### src/sv/ksc_pkg.sv
package ksc_pkg;

	// Alphabet
	localparam int NumLetters = 26;
	localparam int LetterW    = 5;
	localparam logic [7:0] ChLowerA = 8'h61;
	localparam logic [7:0] ChLowerZ = 8'h7a;
	localparam logic [7:0] ChUpperA = 8'h41;
	localparam logic [7:0] ChUpperZ = 8'h5a;
	localparam logic [NumLetters-1:0] AllLetters = '1;

	// Command queue between front and back
	localparam int QueueDepth = 4;
	localparam int QueuePtrW  = $clog2(QueueDepth);
	localparam int QueueCntW  = $clog2(QueueDepth + 1);

	// Result buffer
	localparam int OutDepth = 2;
	localparam int OutPtrW  = $clog2(OutDepth);
	localparam int OutCntW  = $clog2(OutDepth + 1);

	typedef enum logic [1:0] {
		OP_CLEAR   = 2'd0,
		OP_KEY     = 2'd1,
		OP_FINISH  = 2'd2,
		OP_ENCRYPT = 2'd3
	} opcode_t;

	// Classified command
	typedef struct packed {
		opcode_t            op;
		logic               is_letter;
		logic               upper;
		logic [LetterW-1:0] idx;
		logic [7:0]         ch;
	} cmd_t;

endpackage

### src/sv/keyword_substitution_cipher.sv
// Channel   Ports                          Beat taken when
// input     opcode, in_char   push, full   push && !full
// result    out_char, key_ready empty, pop pop && !empty
//
// Encrypt, clear and keyword beats stream through the back end at one beat a
// cycle while the result buffer has room for encrypts; a beat goes through
// the command queue, then the back end puts its result in the result buffer.
// Finish key holds the back end for the beat itself, then the alphabet walk,
// one letter a cycle. Reset loads the identity alphabet and marks the key
// ready. A four-entry command queue and two-entry result buffer absorb stalls.
module keyword_substitution_cipher (
	input  logic       clk,
	input  logic       arst_n,
	input  logic       push,
	output logic       full,
	input  logic [1:0] opcode,
	input  logic [7:0] in_char,
	output logic       empty,
	input  logic       pop,
	output logic [7:0] out_char,
	output logic       key_ready
);

	ksc_pkg::cmd_t wr_cmd;
	ksc_pkg::cmd_t rd_cmd;
	logic          wr_en;
	logic          rd_en;
	logic          q_empty;

	// Front: accept and classify
	ksc_front u_front (
		.push       (push),
		.queue_full (full),
		.opcode     (opcode),
		.in_char    (in_char),
		.wr_en      (wr_en),
		.cmd        (wr_cmd)
	);

	// Command queue
	ksc_cmd_fifo u_queue (
		.clk     (clk),
		.arst_n  (arst_n),
		.wr_en   (wr_en),
		.wr_data (wr_cmd),
		.rd_en   (rd_en),
		.rd_data (rd_cmd),
		.full    (full),
		.empty   (q_empty)
	);

	// Back: key build and encryption
	ksc_back u_back (
		.clk       (clk),
		.arst_n    (arst_n),
		.cmd       (rd_cmd),
		.cmd_empty (q_empty),
		.cmd_pop   (rd_en),
		.pop       (pop),
		.empty     (empty),
		.out_char  (out_char),
		.key_ready (key_ready)
	);

endmodule

### src/sv/ksc_front.sv
module ksc_front (
	input  logic            push,
	input  logic            queue_full,
	input  logic [1:0]      opcode,
	input  logic [7:0]      in_char,
	output logic            wr_en,
	output ksc_pkg::cmd_t   cmd
);

	logic is_lower;
	logic is_upper;
	logic [7:0] offs;

	// Accept a beat whenever the queue has room
	assign wr_en = push && !queue_full;

	// Letter classification and alphabet index
	assign is_lower = (in_char >= ksc_pkg::ChLowerA) && (in_char <= ksc_pkg::ChLowerZ);
	assign is_upper = (in_char >= ksc_pkg::ChUpperA) && (in_char <= ksc_pkg::ChUpperZ);
	assign offs     = is_lower ? (in_char - ksc_pkg::ChLowerA) : (in_char - ksc_pkg::ChUpperA);

	always_comb begin
		cmd.op        = ksc_pkg::opcode_t'(opcode);
		cmd.is_letter = is_lower || is_upper;
		cmd.upper     = is_upper;
		cmd.idx       = offs[ksc_pkg::LetterW-1:0];
		cmd.ch        = in_char;
	end

endmodule

### src/sv/ksc_cmd_fifo.sv
module ksc_cmd_fifo (
	input  logic            clk,
	input  logic            arst_n,
	input  logic            wr_en,
	input  ksc_pkg::cmd_t   wr_data,
	input  logic            rd_en,
	output ksc_pkg::cmd_t   rd_data,
	output logic            full,
	output logic            empty
);

	ksc_pkg::cmd_t mem_q [ksc_pkg::QueueDepth];
	logic [ksc_pkg::QueuePtrW-1:0] wptr_q;
	logic [ksc_pkg::QueuePtrW-1:0] rptr_q;
	logic [ksc_pkg::QueueCntW-1:0] cnt_q;

	assign full    = (cnt_q == ksc_pkg::QueueCntW'(ksc_pkg::QueueDepth));
	assign empty   = (cnt_q == '0);
	assign rd_data = mem_q[rptr_q];

	// Pointers and fill count
	always_ff @(posedge clk or negedge arst_n) begin
		if (!arst_n) begin
			wptr_q <= '0;
			rptr_q <= '0;
			cnt_q  <= '0;
		end else begin
			if (wr_en)
				wptr_q <= wptr_q + 1'b1;
			if (rd_en)
				rptr_q <= rptr_q + 1'b1;
			if (wr_en && !rd_en)
				cnt_q <= cnt_q + 1'b1;
			else if (rd_en && !wr_en)
				cnt_q <= cnt_q - 1'b1;
		end
	end

	// Storage
	always_ff @(posedge clk) begin
		if (wr_en)
			mem_q[wptr_q] <= wr_data;
	end

endmodule

### src/sv/ksc_back.sv
module ksc_back (
	input  logic            clk,
	input  logic            arst_n,
	input  ksc_pkg::cmd_t   cmd,
	input  logic            cmd_empty,
	output logic            cmd_pop,
	input  logic            pop,
	output logic            empty,
	output logic [7:0]      out_char,
	output logic            key_ready
);

	typedef enum logic {
		ST_RUN,
		ST_FILL
	} state_t;

	state_t state_q;
	logic [ksc_pkg::LetterW-1:0]    table_q [ksc_pkg::NumLetters];
	logic [ksc_pkg::NumLetters-1:0] used_q;
	logic [ksc_pkg::LetterW-1:0]    klen_q;
	logic                           valid_q;
	logic [ksc_pkg::LetterW-1:0]    walk_q;

	logic [7:0] obuf_char_q [ksc_pkg::OutDepth];
	logic       obuf_rdy_q  [ksc_pkg::OutDepth];
	logic [ksc_pkg::OutPtrW-1:0] owptr_q;
	logic [ksc_pkg::OutPtrW-1:0] orptr_q;
	logic [ksc_pkg::OutCntW-1:0] ocnt_q;

	logic                        out_space;
	logic                        obuf_push;
	logic                        obuf_pop;
	logic                        room;
	logic [ksc_pkg::LetterW-1:0] sub;
	logic [7:0]                  enc_char;

	assign out_space = (ocnt_q != ksc_pkg::OutCntW'(ksc_pkg::OutDepth));
	assign room      = (klen_q < ksc_pkg::LetterW'(ksc_pkg::NumLetters));

	// Take a command when idle and, for encrypt, when the result buffer has room
	assign cmd_pop   = (state_q == ST_RUN) && !cmd_empty &&
		((cmd.op != ksc_pkg::OP_ENCRYPT) || out_space);
	assign obuf_push = cmd_pop && (cmd.op == ksc_pkg::OP_ENCRYPT);

	// Substitution, case kept
	assign sub = table_q[cmd.idx];
	always_comb begin
		enc_char = cmd.ch;
		if (valid_q && cmd.is_letter)
			enc_char = (cmd.upper ? ksc_pkg::ChUpperA : ksc_pkg::ChLowerA) + {3'b000, sub};
	end

	// Key state and finish walk, one letter a cycle
	always_ff @(posedge clk or negedge arst_n) begin
		if (!arst_n) begin
			state_q <= ST_RUN;
			used_q  <= '0;
			klen_q  <= '0;
			valid_q <= 1'b1;
			walk_q  <= '0;
			for (int i = 0; i < ksc_pkg::NumLetters; i++)
				table_q[i] <= ksc_pkg::LetterW'(i);
		end else begin
			case (state_q)
				ST_RUN: begin
					if (cmd_pop) begin
						case (cmd.op)
							ksc_pkg::OP_CLEAR: begin
								used_q  <= '0;
								klen_q  <= '0;
								valid_q <= 1'b0;
							end
							ksc_pkg::OP_KEY: begin
								valid_q <= 1'b0;
								if (cmd.is_letter && !used_q[cmd.idx] && room) begin
									table_q[klen_q]  <= cmd.idx;
									klen_q           <= klen_q + 1'b1;
									used_q[cmd.idx]  <= 1'b1;
								end
							end
							ksc_pkg::OP_FINISH: begin
								walk_q  <= '0;
								state_q <= ST_FILL;
							end
							default: begin
							end
						endcase
					end
				end
				ST_FILL: begin
					if (!used_q[walk_q] && room)
						table_q[klen_q] <= walk_q;
					if (walk_q == ksc_pkg::LetterW'(ksc_pkg::NumLetters - 1)) begin
						used_q  <= ksc_pkg::AllLetters;
						klen_q  <= ksc_pkg::LetterW'(ksc_pkg::NumLetters);
						valid_q <= 1'b1;
						state_q <= ST_RUN;
					end else begin
						if (!used_q[walk_q] && room)
							klen_q <= klen_q + 1'b1;
						used_q[walk_q] <= 1'b1;
						walk_q         <= walk_q + 1'b1;
					end
				end
				default: state_q <= ST_RUN;
			endcase
		end
	end

	// Result buffer
	assign empty     = (ocnt_q == '0);
	assign obuf_pop  = pop && !empty;
	assign out_char  = obuf_char_q[orptr_q];
	assign key_ready = obuf_rdy_q[orptr_q];

	always_ff @(posedge clk or negedge arst_n) begin
		if (!arst_n) begin
			owptr_q <= '0;
			orptr_q <= '0;
			ocnt_q  <= '0;
		end else begin
			if (obuf_push)
				owptr_q <= owptr_q + 1'b1;
			if (obuf_pop)
				orptr_q <= orptr_q + 1'b1;
			if (obuf_push && !obuf_pop)
				ocnt_q <= ocnt_q + 1'b1;
			else if (obuf_pop && !obuf_push)
				ocnt_q <= ocnt_q - 1'b1;
		end
	end

	always_ff @(posedge clk) begin
		if (obuf_push) begin
			obuf_char_q[owptr_q] <= enc_char;
			obuf_rdy_q[owptr_q]  <= valid_q;
		end
	end

endmodule

### config.mk
export PLATFORM = sky130hd
export DESIGN_NAME = keyword_substitution_cipher
export DESIGN_NICKNAME = d
export VERILOG_FILES = /design/src/sv/ksc_pkg.sv /design/src/sv/keyword_substitution_cipher.sv /design/src/sv/ksc_front.sv /design/src/sv/ksc_cmd_fifo.sv /design/src/sv/ksc_back.sv
export SDC_FILE = /design/constraint.sdc
export NUM_CORES = 1
export LEC_CHECK = 0
export BUFFER_PORTS_ARGS = -buffer_cell sky130_fd_sc_hd__buf_2
export CAP_MARGIN = 20
export CORE_UTILIZATION = 65
export CTS_CLUSTER_DIAMETER = 30
export DETAILED_ROUTE_END_ITERATION = 8
export HOLD_SLACK_MARGIN = 0.03
export PLACE_DENSITY_LB_ADDON = 0.25
export SKIP_LAST_GASP = 1
export SLEW_MARGIN = 20
export SYNTH_ARGS = -nofsm -noshare
export SYNTH_HDL_FRONTEND = slang
export SYNTH_SLANG_ARGS = --single-unit
### constraint.sdc
create_clock -name clk -period 7.9 [get_ports clk]
set_clock_uncertainty 0.2 [all_clocks]
set_input_delay 1.58 -clock clk [delete_from_list [all_inputs] [get_ports clk]]
set_output_delay 1.58 -clock clk [all_outputs]
set_load 0.01 [all_outputs]
After elaboration in Yosys (flattened, before gate mapping)
Memories as Yosys holds them, arrays and structs flattened.
Index checks and enable logic that the tools add are counted.
{"block": "totals", "memories": 3, "ram_bits": 86, "input_bits": 14, "regBits": 179}
{"block": "classes", "n_eq_ne": 18, "n_reduce_logical": 40, "bitwise_logic": 5, "n_addsub": 13, "n_lt_le_gt_ge": 12, "muxes": 54}
{"name": "u_queue.mem_q", "words": 4, "word_bits": 17, "rd": 1, "rd_clocked_by_memory_dff": 0, "write_ports": 1, "line_no": "ksc_cmd_fifo.sv:12", "source": "ksc_pkg::cmd_t mem_q [ksc_pkg::QueueDepth];"}
{"name": "u_back.obuf_char_q", "words": 2, "word_bits": 8, "rd": 1, "rd_clocked_by_memory_dff": 0, "write_ports": 1, "line_no": "ksc_back.sv:25", "source": "logic [7:0] obuf_char_q [ksc_pkg::OutDepth];"}
{"name": "u_back.obuf_rdy_q", "words": 2, "word_bits": 1, "rd": 1, "rd_clocked_by_memory_dff": 0, "write_ports": 1, "line_no": "ksc_back.sv:26", "source": "logic obuf_rdy_q [ksc_pkg::OutDepth];"}
{"operator": "$mux 130", "n": 4}
{"operator": "$bwmux 130", "n": 2}
{"operator": "$pmux 130 s2", "n": 1}
{"operator": "$pmux 26 s2", "n": 2}
{"operator": "$mux 26", "n": 3}
{"operator": "$mux 5", "n": 11}
{"operator": "$or 26x26->26", "n": 2}
{"operator": "$pmux 5 s2", "n": 3}
{"operator": "$bmux 5 s5", "n": 1}
{"operator": "$demux 5 s5", "n": 1}
{"operator": "$logic_and 1x1->1", "n": 18}
{"operator": "$ne 2x2->1 const B", "n": 9}
{"operator": "$ge 8x7->1 const B", "n": 2}
{"operator": "$le 8x7->1 const B", "n": 2}
{"operator": "$mux 1", "n": 14}
{"operator": "$ge 6x6->1 const B", "n": 2}
{"operator": "$lt 5x6->1 const B", "n": 2}
{"operator": "$not 5->6", "n": 2}
{"operator": "$add 5x1->5 const B", "n": 2}
{"operator": "$bmux 1 s5", "n": 2}
{"operator": "$demux 1 s5", "n": 2}
{"operator": "$ge 5x1->1 const B", "n": 2}
{"operator": "$sub 5x1->5 const B", "n": 2}
{"operator": "$logic_not 1->1", "n": 9}
{"operator": "other kinds (27)", "n": 42}

Logic depth before layout (Yosys ltp)
Gate-level depths: netlist (run 1).
{"block": "logic_depth", "ltp_word": 10, "mapped_depth": 14, "depth_no_buf": 11}

Modules after synthesis
From an unflattened synthesis (run 1), not the netlist that was laid out.
{"block": "hier_totals", "cells_unflattened": 962, "area_unflattened_um2": 13724.4}
{"mod": "ksc_back", "n_inst": 1, "area_per_inst_um2": 10582.6, "cells_each": 804}
{"mod": "ksc_cmd_fifo", "n_inst": 1, "area_per_inst_um2": 2890.3, "cells_each": 123}
{"mod": "ksc_front", "n_inst": 1, "area_per_inst_um2": 251.5, "cells_each": 35}

Worst setup path before layout (run 1)
OpenSTA, ideal clock, no wires.
{"block": "synth_path", "path_kind": "reg2reg", "from": "register u_queue.rptr_q[0] in the netlist's numbering", "to": "memory u_back.obuf_char_q[0][4] (data pin)", "period_less_slack_ns": 3.515, "required_ns": 7.424, "arrival_ns": 3.039, "setup_slack_ns": 4.385, "stages_incl_launch_ff": 15, "path_cell_list": "dfrtp_1 buf_6 mux4_2 buf_6 buf_2 buf_4 buf_4 mux2i_1 nor2_1 o22ai_1 nor4_1 ha_1 nand3_1 xor2_1 o21ai_0"}
{"block": "synth_between", "elab_chain_cells": 7}
{"item": "start, declared", "line_no": "ksc_cmd_fifo.sv:14", "source": "logic [ksc_pkg::QueuePtrW-1:0] rptr_q;"}
{"item": "start signal, assigned", "line_no": "ksc_cmd_fifo.sv:31", "source": "rptr_q <= rptr_q + 1'b1;"}
{"item": "$mem_v2 4x17 (*)"}
{"item": "$not 5->6 (not written as such)", "line_no": "ksc_back.sv:47", "source": "assign sub = table_q[cmd.idx];"}
{"item": "$bmux 5 s5", "line_no": "ksc_back.sv:47"}
{"item": "$mux 5 (not written as such) (2 in a row)", "line_no": "ksc_back.sv:47"}
{"item": "$add 8x5->8", "line_no": "ksc_back.sv:51", "source": "enc_char = (cmd.upper ? ksc_pkg::ChUpperA : ksc_pkg::ChLowerA) + {3'b000, sub};"}
{"item": "$mux 8 (*)", "line_no": "ksc_back.sv:50", "source": "if (valid_q && cmd.is_letter)"}
{"item": "via u_back.enc_char[4]", "line_no": "ksc_back.sv:36", "source": "logic [7:0] enc_char;"}
{"item": "end, declared", "line_no": "ksc_back.sv:25"}
The timed path passes the listed nets; every way through them passes the cells marked *. The select of a mux whose other input is x is not followed.

Worst setup path after layout (run 1)
{"block": "layout_path", "from": "register u_queue.rptr_q[1] in the netlist's numbering", "to": "memory u_back.obuf_char_q[0][5] (data pin)"}
The elaborated chain is that of the path after synthesis.

==> impl_results.md, run 1 <==
- Startpoint Class: register
- Final TNS setup: 0 ns
- Hold_buf cts: 0
- Worst-Margin Slew: 1.15 ns
- Maximum VDD drop: 0.000302 V
- MaxCap Viol Count: 0
- Clk pwr share: 30.8%
- Combinational share of power: 37.6%
- IO Port Bufs: 24
- Core area: 19,500 um2
- WS Path Type: register to register
- Final hold vios: 0
- # rows: 51
- Share of power burned in registers: 31.6%
- Tmin final: 5.08 ns
- Placed Area: 13,200 um2
- Hold Crit Class: register to register
- Critical path required time: 8.06 ns
- Register area: 7130 um2
- Sw frac: 37.0%
- Fin. max-slew vios: 0
- Number of synthesized flops with an enable pin: 86
- Pwr dens: 479 nW/um2
- Most common library cells after synthesis: dfrtp_1, mux2i_1, edfxtp_1
- Clk sinks: 265
- Ant diodes: 0
- Area growth, synth to finish: 15.6%
- Worst hold slack: 0.287 ns
- Seq/Total Area, Yosys: 55.2%
- Post-synth top flop: dfrtp_1
- Placed insts: 1,265
- Share of the synthesized area in the top cell type: 23.4%
- Status: finished clean
- # IOs: 25
- Cell Area, Synth: 12,900 um2
- GRT Util Overall: 33.3%
- Mapped Cells: 1,035
- CTS Buf Count: 50
- DIE WIDTH: 143 um
- # fillers: 1,160
- CTS tree: done
- RSZ-0062 raised after global routing: no
- Routed wire per std cell: 23.7 um
- Critical path peak fanout: 46
- Final wirelength: 32,100 um
- Via Count: 8,919
- Fmax: 0.197 GHz
- Worst setup EP type: register
- Final Wtd Congestion: 0.852
- Total grt overflow: 0
- Unique masters post-synth: 65
- Syn nets: 1,068
- DP HPWL: 19,400 um
- Antenna violations before repair: 0
- Clock Latency Late Sink: 0.56 ns
- YS warnings: 0
- Avg Cell Area, Syn: 12.5 um2
- Tcrit/Tclk final: 64.3%
- ANT nets after route: 0
- Post-route setup slack: 2.82 ns
- Pre-antenna DRT Iters: 5
- Initial core utilization: 66.4%
- NetSw: 2.65 mW
- Synth area leaders: dfrtp_1, edfxtp_1, dfstp_2
- Largest net degree at the start of global routing: 107
- Clock transition at the registers of the reported paths: 0.05 ns
- Bufs on Longest Clock Path: 3
- Leakage: 6.09 nW
- Post-synth ARST share: 67.5%
- DRC errors left: 0
- First-pass GRT wire length: 50,900 um
- CTS H-tree lvls: 2
- Vias in the first global route: 9,264
- Final Non-Filler Cells: 1,358
- DRC marker count from the first detailed-route iteration: 900
- Worst Path Arrival: 5.23 ns
- R2R setup slack: 2.82 ns
- Area of the multi-input gates: 5400 um2
- Layout cells sized above 1: 26.2%
- Power Total: 7.16 mW
- Post-CTS setup buffer count: 0
- #FFs+latches synth: 265
- Pint: 4.51 mW
- Die height: 143 um
- Post-CTS Resized: 0
- Yosys top cell by area: dfrtp_1
- Final #Nets: 1,085
- Root Driver: clkbuf_16
- Util after Layout: 76.7%
- Worst slack, placed: 3.03 ns
- Setup-failing EPs final: 0
- Max transition margin: 22.7%
- Top-count cell post-synth: dfrtp_1
- Number of vias per cell: 6.57
- Die area: 20,400 um2
- Fin area: 14,900 um2
## final timing paths
kind / startpoint / cells after the start / to
setup / recovery: u_queue.rptr_q[1]$_DFFE_PN0P_ / 9 / u_back.obuf_char_q[0][5]$_DFFE_PP_
hold reg to reg: u_back.table_q[79]$_DFFE_PN0P_ / 1 / u_back.table_q[79]$_DFFE_PN0P_
min in group asynchronous: arst_n / 1 / u_back.table_q[108]$_DFFE_PN0P_
hold / removal: u_back.table_q[79]$_DFFE_PN0P_ / 1 / u_back.table_q[79]$_DFFE_PN0P_
max in group asynchronous: arst_n / 2 / u_back.used_q[2]$_DFFE_PN0P_
setup reg to reg: u_queue.rptr_q[1]$_DFFE_PN0P_ / 9 / u_back.obuf_char_q[0][5]$_DFFE_PP_
## worst max-delay path: stages, from the launching register on
cell     delay (ns)
dfrtp_1        0.90
mux4_4         1.05
buf_4          0.46
mux2i_1        0.13
mux2i_1        0.20
o22ai_1        0.11
nor4_1         0.99
nand3_1        0.30
o21a_1         0.26
o31ai_1        0.26
## layout make-up
class | instances | share of cell area (%)
tap | 265 | 2.22
multi-input combinational | 679 | 36.1
clock inverter | 32 | 2.75
timing repair buffer | 37 | 1.50
inverter | 19 | 0.478
sequential | 265 | 47.8
clock buffer | 61 | 9.13
## state kept, by name (all words and copies together) (netlist names)
| signal | flops |
|---|---|
| u_back.used_q | 26 |
| u_back.table_q | 130 |
| u_queue.cnt_q | 3 |
| u_back.obuf_char_q | 16 |
| u_back.state_q | 1 |
| u_back.orptr_q | 1 |
| u_back.ocnt_q | 2 |
| u_back.valid_q | 1 |
| u_back.obuf_rdy_q | 2 |
| u_back.klen_q | 5 |
| u_queue.rptr_q | 2 |
| u_back.walk_q | 5 |
| u_back.owptr_q | 1 |
| u_queue.mem_q | 68 |
| u_queue.wptr_q | 2 |
## layer usage
layer  up-vias  track usage, %  share of wire (%)
met5         -               0                  0
met4         0            14.1                3.1
met3        85            5.57                6.2
met2       406            56.5                 51
met1      4513            42.4                 40
li1       3915               -                  -
## layout by cell type, fill, tap and decap left out, types with 4 or more instances in the layout
cell type / n
a21oi_1: 76
a31oi_1: 8
and2_1: 6
and2b_1: 7
buf_2: 23
buf_4: 13
bufinv_16: 8
clkbuf_1: 5
clkbuf_16: 51
clkbuf_8: 5
clkinv_2: 14
clkinvlp_4: 5
dfrtp_1: 121
dfstp_2: 58
edfxtp_1: 86
ha_1: 18
inv_1: 18
mux2_2: 64
mux2i_1: 91
mux4_2: 28
nand2_1: 54
nand2b_1: 21
nand3_1: 12
nand4_1: 4
nor2_1: 73
nor2b_1: 9
nor3_1: 12
nor4_1: 4
o21ai_0: 22
o22a_1: 81
o22ai_1: 18
or2_1: 5
xnor2_1: 7
xor2_1: 10
## power groups by stage
stage,logic [mW],registers (mW),clock network (mW)
final,2.69,2.26,2.21
after global routing,2.87,2.31,2.29
after CTS,2.66,2.25,2.22
after detailed placement,2.60,2.26,0
after global placement,2.54,2.24,0
after floorplan,2.06,2.12,0
## kinds of logic after synthesis
| group | synth area share, % |
|---|---|
| AOI/OAI and AO/OA | 12.3 |
| adders and majority gates | 1.90 |
| buffers and inverters | 3.03 |
| DFF | 55.2 |
| and+or+nand+nor | 8.51 |
| xor gates and xnor gates | 1.15 |
| muxes | 17.9 |
Note: power is estimated with default switching activity, not from simulation.
==> run 2, diff against run 1 <==
--- a/config.mk
+++ b/config.mk
@@ -7,7 +7,7 @@
 export LEC_CHECK = 0
 export BUFFER_PORTS_ARGS = -buffer_cell sky130_fd_sc_hd__buf_2
 export CAP_MARGIN = 20
-export CORE_UTILIZATION = 65
+export CORE_UTILIZATION = 57
 export CTS_CLUSTER_DIAMETER = 30
 export DETAILED_ROUTE_END_ITERATION = 8
 export HOLD_SLACK_MARGIN = 0.03
==> constraint.sdc (replaced) <==
create_clock -name clk -period 4.4 [get_ports clk]
set_clock_uncertainty 0.2 [all_clocks]
set_input_delay 0.88 -clock clk [delete_from_list [all_inputs] [get_ports clk]]
set_output_delay 0.88 -clock clk [all_outputs]
set_load 0.01 [all_outputs]
==> run 2 against run 1 <==
Flip-flop and latch count unchanged. Combinational power increased by 81%. Sequential share of layout area hardly changed. Power up 74%. Critical path depth decreased by 1. Largest cell class unchanged.
==> impl_results.md, run 2 (same netlist as run 1, synthesis figures left out) <==
- # IOs: 25
- Number of vias per cell: 6.36
- Tmin final: 4.05 ns
- DP HPWL: 19,600 um
- MaxCap Viol Count: 0
- GRT Util Overall: 26.7%
- Most common cell after layout, fill and taps aside: dfrtp_1
- Layout cells sized above 1: 26.5%
- Final Wtd Congestion: 0.883
- DIE WIDTH: 153 um
- Worst Path Arrival: 4.27 ns
- Leakage: 6.11 nW
- Worst-Margin Slew: 0.872 ns
- Worst setup EP type: register
- DR top layer: met4
- Critical path required time: 4.62 ns
- Setup-failing EPs final: 0
- CP Cell Sequence: buf_4 -> mux4_2 -> a2111oi_0 -> o31a_1 -> nand4_4 -> a211o_1 -> or2_1 -> o22a_1
- Bufs on Longest Clock Path: 3
- CTS tree: done
- DRC marker count from the first detailed-route iteration: 754
- Clk sinks: 265
- Tcrit/Tclk final: 91.9%
- Worst Reg-to-Reg Cells: 8
- Post-CTS Resized: 0
- Most frequent cells in the layout: dfrtp_1, mux2i_1, edfxtp_1
- Final TNS setup: 0 ns
- Metal-1 WL: 12,700 um
- Antenna violations before repair: 0
- Reg-to-Reg Start: u_queue.rptr_q[0]$_DFFE_PN0P_
- Clock transition at the registers of the reported paths: 0.05 ns
- WS Path Type: register to register
- Hold_buf cts: 0
- CP top delay family: compound AO/OA/AOI/OAI gates
- Worst hold slack: 0.139 ns
- Met2 wire len: 14,800 um
- Hold Crit Class: input port to async pin
- Root Driver: clkbuf_16
- Post-CTS setup buffer count: 0
- Top Registers: u_back.table_q (130), u_queue.mem_q (68), u_back.used_q (26)
- Most flops, register: u_back.table_q
- # rows: 54
- Die area: 23,300 um2
- Initial core utilization: 58.7%
- Area growth, synth to finish: 15.5%
- Vias in the first global route: 8,916
- Clock Latency Late Sink: 0.56 ns
- Pre-antenna DRT Iters: 5
- Slowest CP cell: mux4_2
- Routed wire per std cell: 21.7 um
- Fin. max-slew vios: 0
- Startpoint Class: register
- ANT nets after route: 0
- Detail Route met3 WL: 1780 um
- Largest register FFs: 130
- R2R setup slack: 0.35 ns
- Core area: 22,000 um2
- Slowest stage delay, CP: 0.77 ns
- Pwr dens: 836 nW/um2
- RSZ-0062 raised after global routing: no
- First-pass GRT wire length: 48,800 um
- Critical Path Stages: 8
- Max transition margin: 41.8%
- Fmax: 0.247 GHz
- Status: finished clean
- Die height: 153 um
- Maximum VDD drop: 0.000458 V
- DRC errors left: 0
- CTS Buf Count: 50
- Ant diodes: 0
- IO Port Bufs: 24
- Final #Nets: 1,098
- Final hold vios: 0
- Final wirelength: 30,100 um
- Critical R2R Capture: u_back.table_q[98]$_DFFE_PN0P_
- CTS H-tree lvls: 2
- # fillers: 1,588
- Power Total: 12.5 mW
- Critical path peak fanout: 19
- Total grt overflow: 0
- Via Count: 8,817
- Crit path buffers/inverters: 1
- Largest net degree at the start of global routing: 67
-- run 2: metrics by stage --
step	utilization, %	worst slack (ns)	std cells	instance area (um2)
floorplan	-	0.885	1035	12900
global placement	60.3	0.397	1293	13300
detailed placement	60.3	0.402	1293	13300
CTS	67.8	0.379	1386	14900
global route	67.8	0.178	1386	14900
finish	67.8	0.354	1386	14900
-- run 2: worst max path at each step --
stage,from,to,slack (ns)
final,u_queue.rptr_q[0]$_DFFE_PN0P_,u_back.table_q[98]$_DFFE_PN0P_,0.35
after global routing,u_queue.rptr_q[0]$_DFFE_PN0P_,u_back.obuf_char_q[0][4]$_DFFE_PP_,0.18
after CTS,u_queue.rptr_q[0]$_DFFE_PN0P_,u_back.table_q[98]$_DFFE_PN0P_,0.38
after detailed placement,u_queue.rptr_q[0]$_DFFE_PN0P_,u_back.table_q[98]$_DFFE_PN0P_,0.40
after global placement,u_queue.rptr_q[0]$_DFFE_PN0P_,u_back.obuf_char_q[1][4]$_DFFE_PP_,0.40
after floorplan,u_queue.rptr_q[0]$_DFFE_PN0P_,u_back.obuf_char_q[0][4]$_DFFE_PP_,0.88
-- run 2: power breakdown --
| part | total (mW) | internal, mW | switching (mW) | leakage, nW |
|---|---|---|---|---|
| logic | 4.87 | 2.04 | 2.82 | 2.43 |
| clock network | 3.60 | 2.35 | 1.24 | 0.811 |
| registers | 4.02 | 3.48 | 0.539 | 2.86 |
| total | 12.5 | 7.88 | 4.60 | 6.11 |
-- run 2: area by class of cell --
class / count / area (um2) / share of cell area (%)
sequential: 265 / 7130 / 47.8
clock buffer: 68 / 1410 / 9.44
clock inverter: 25 / 233 / 1.56
tap: 280 / 350 / 2.35
inverter: 19 / 71.3 / 0.478
timing repair buffer: 50 / 334 / 2.24
multi-input combinational: 679 / 5400 / 36.2
-- run 2: per-layer routing --
layer / up-vias / GRT usage (%)
li1: 3939 / -
met4: 0 / 10.3
met3: 74 / 5.09
met2: 348 / 43.6
met5: - / 0
met1: 4456 / 35.6
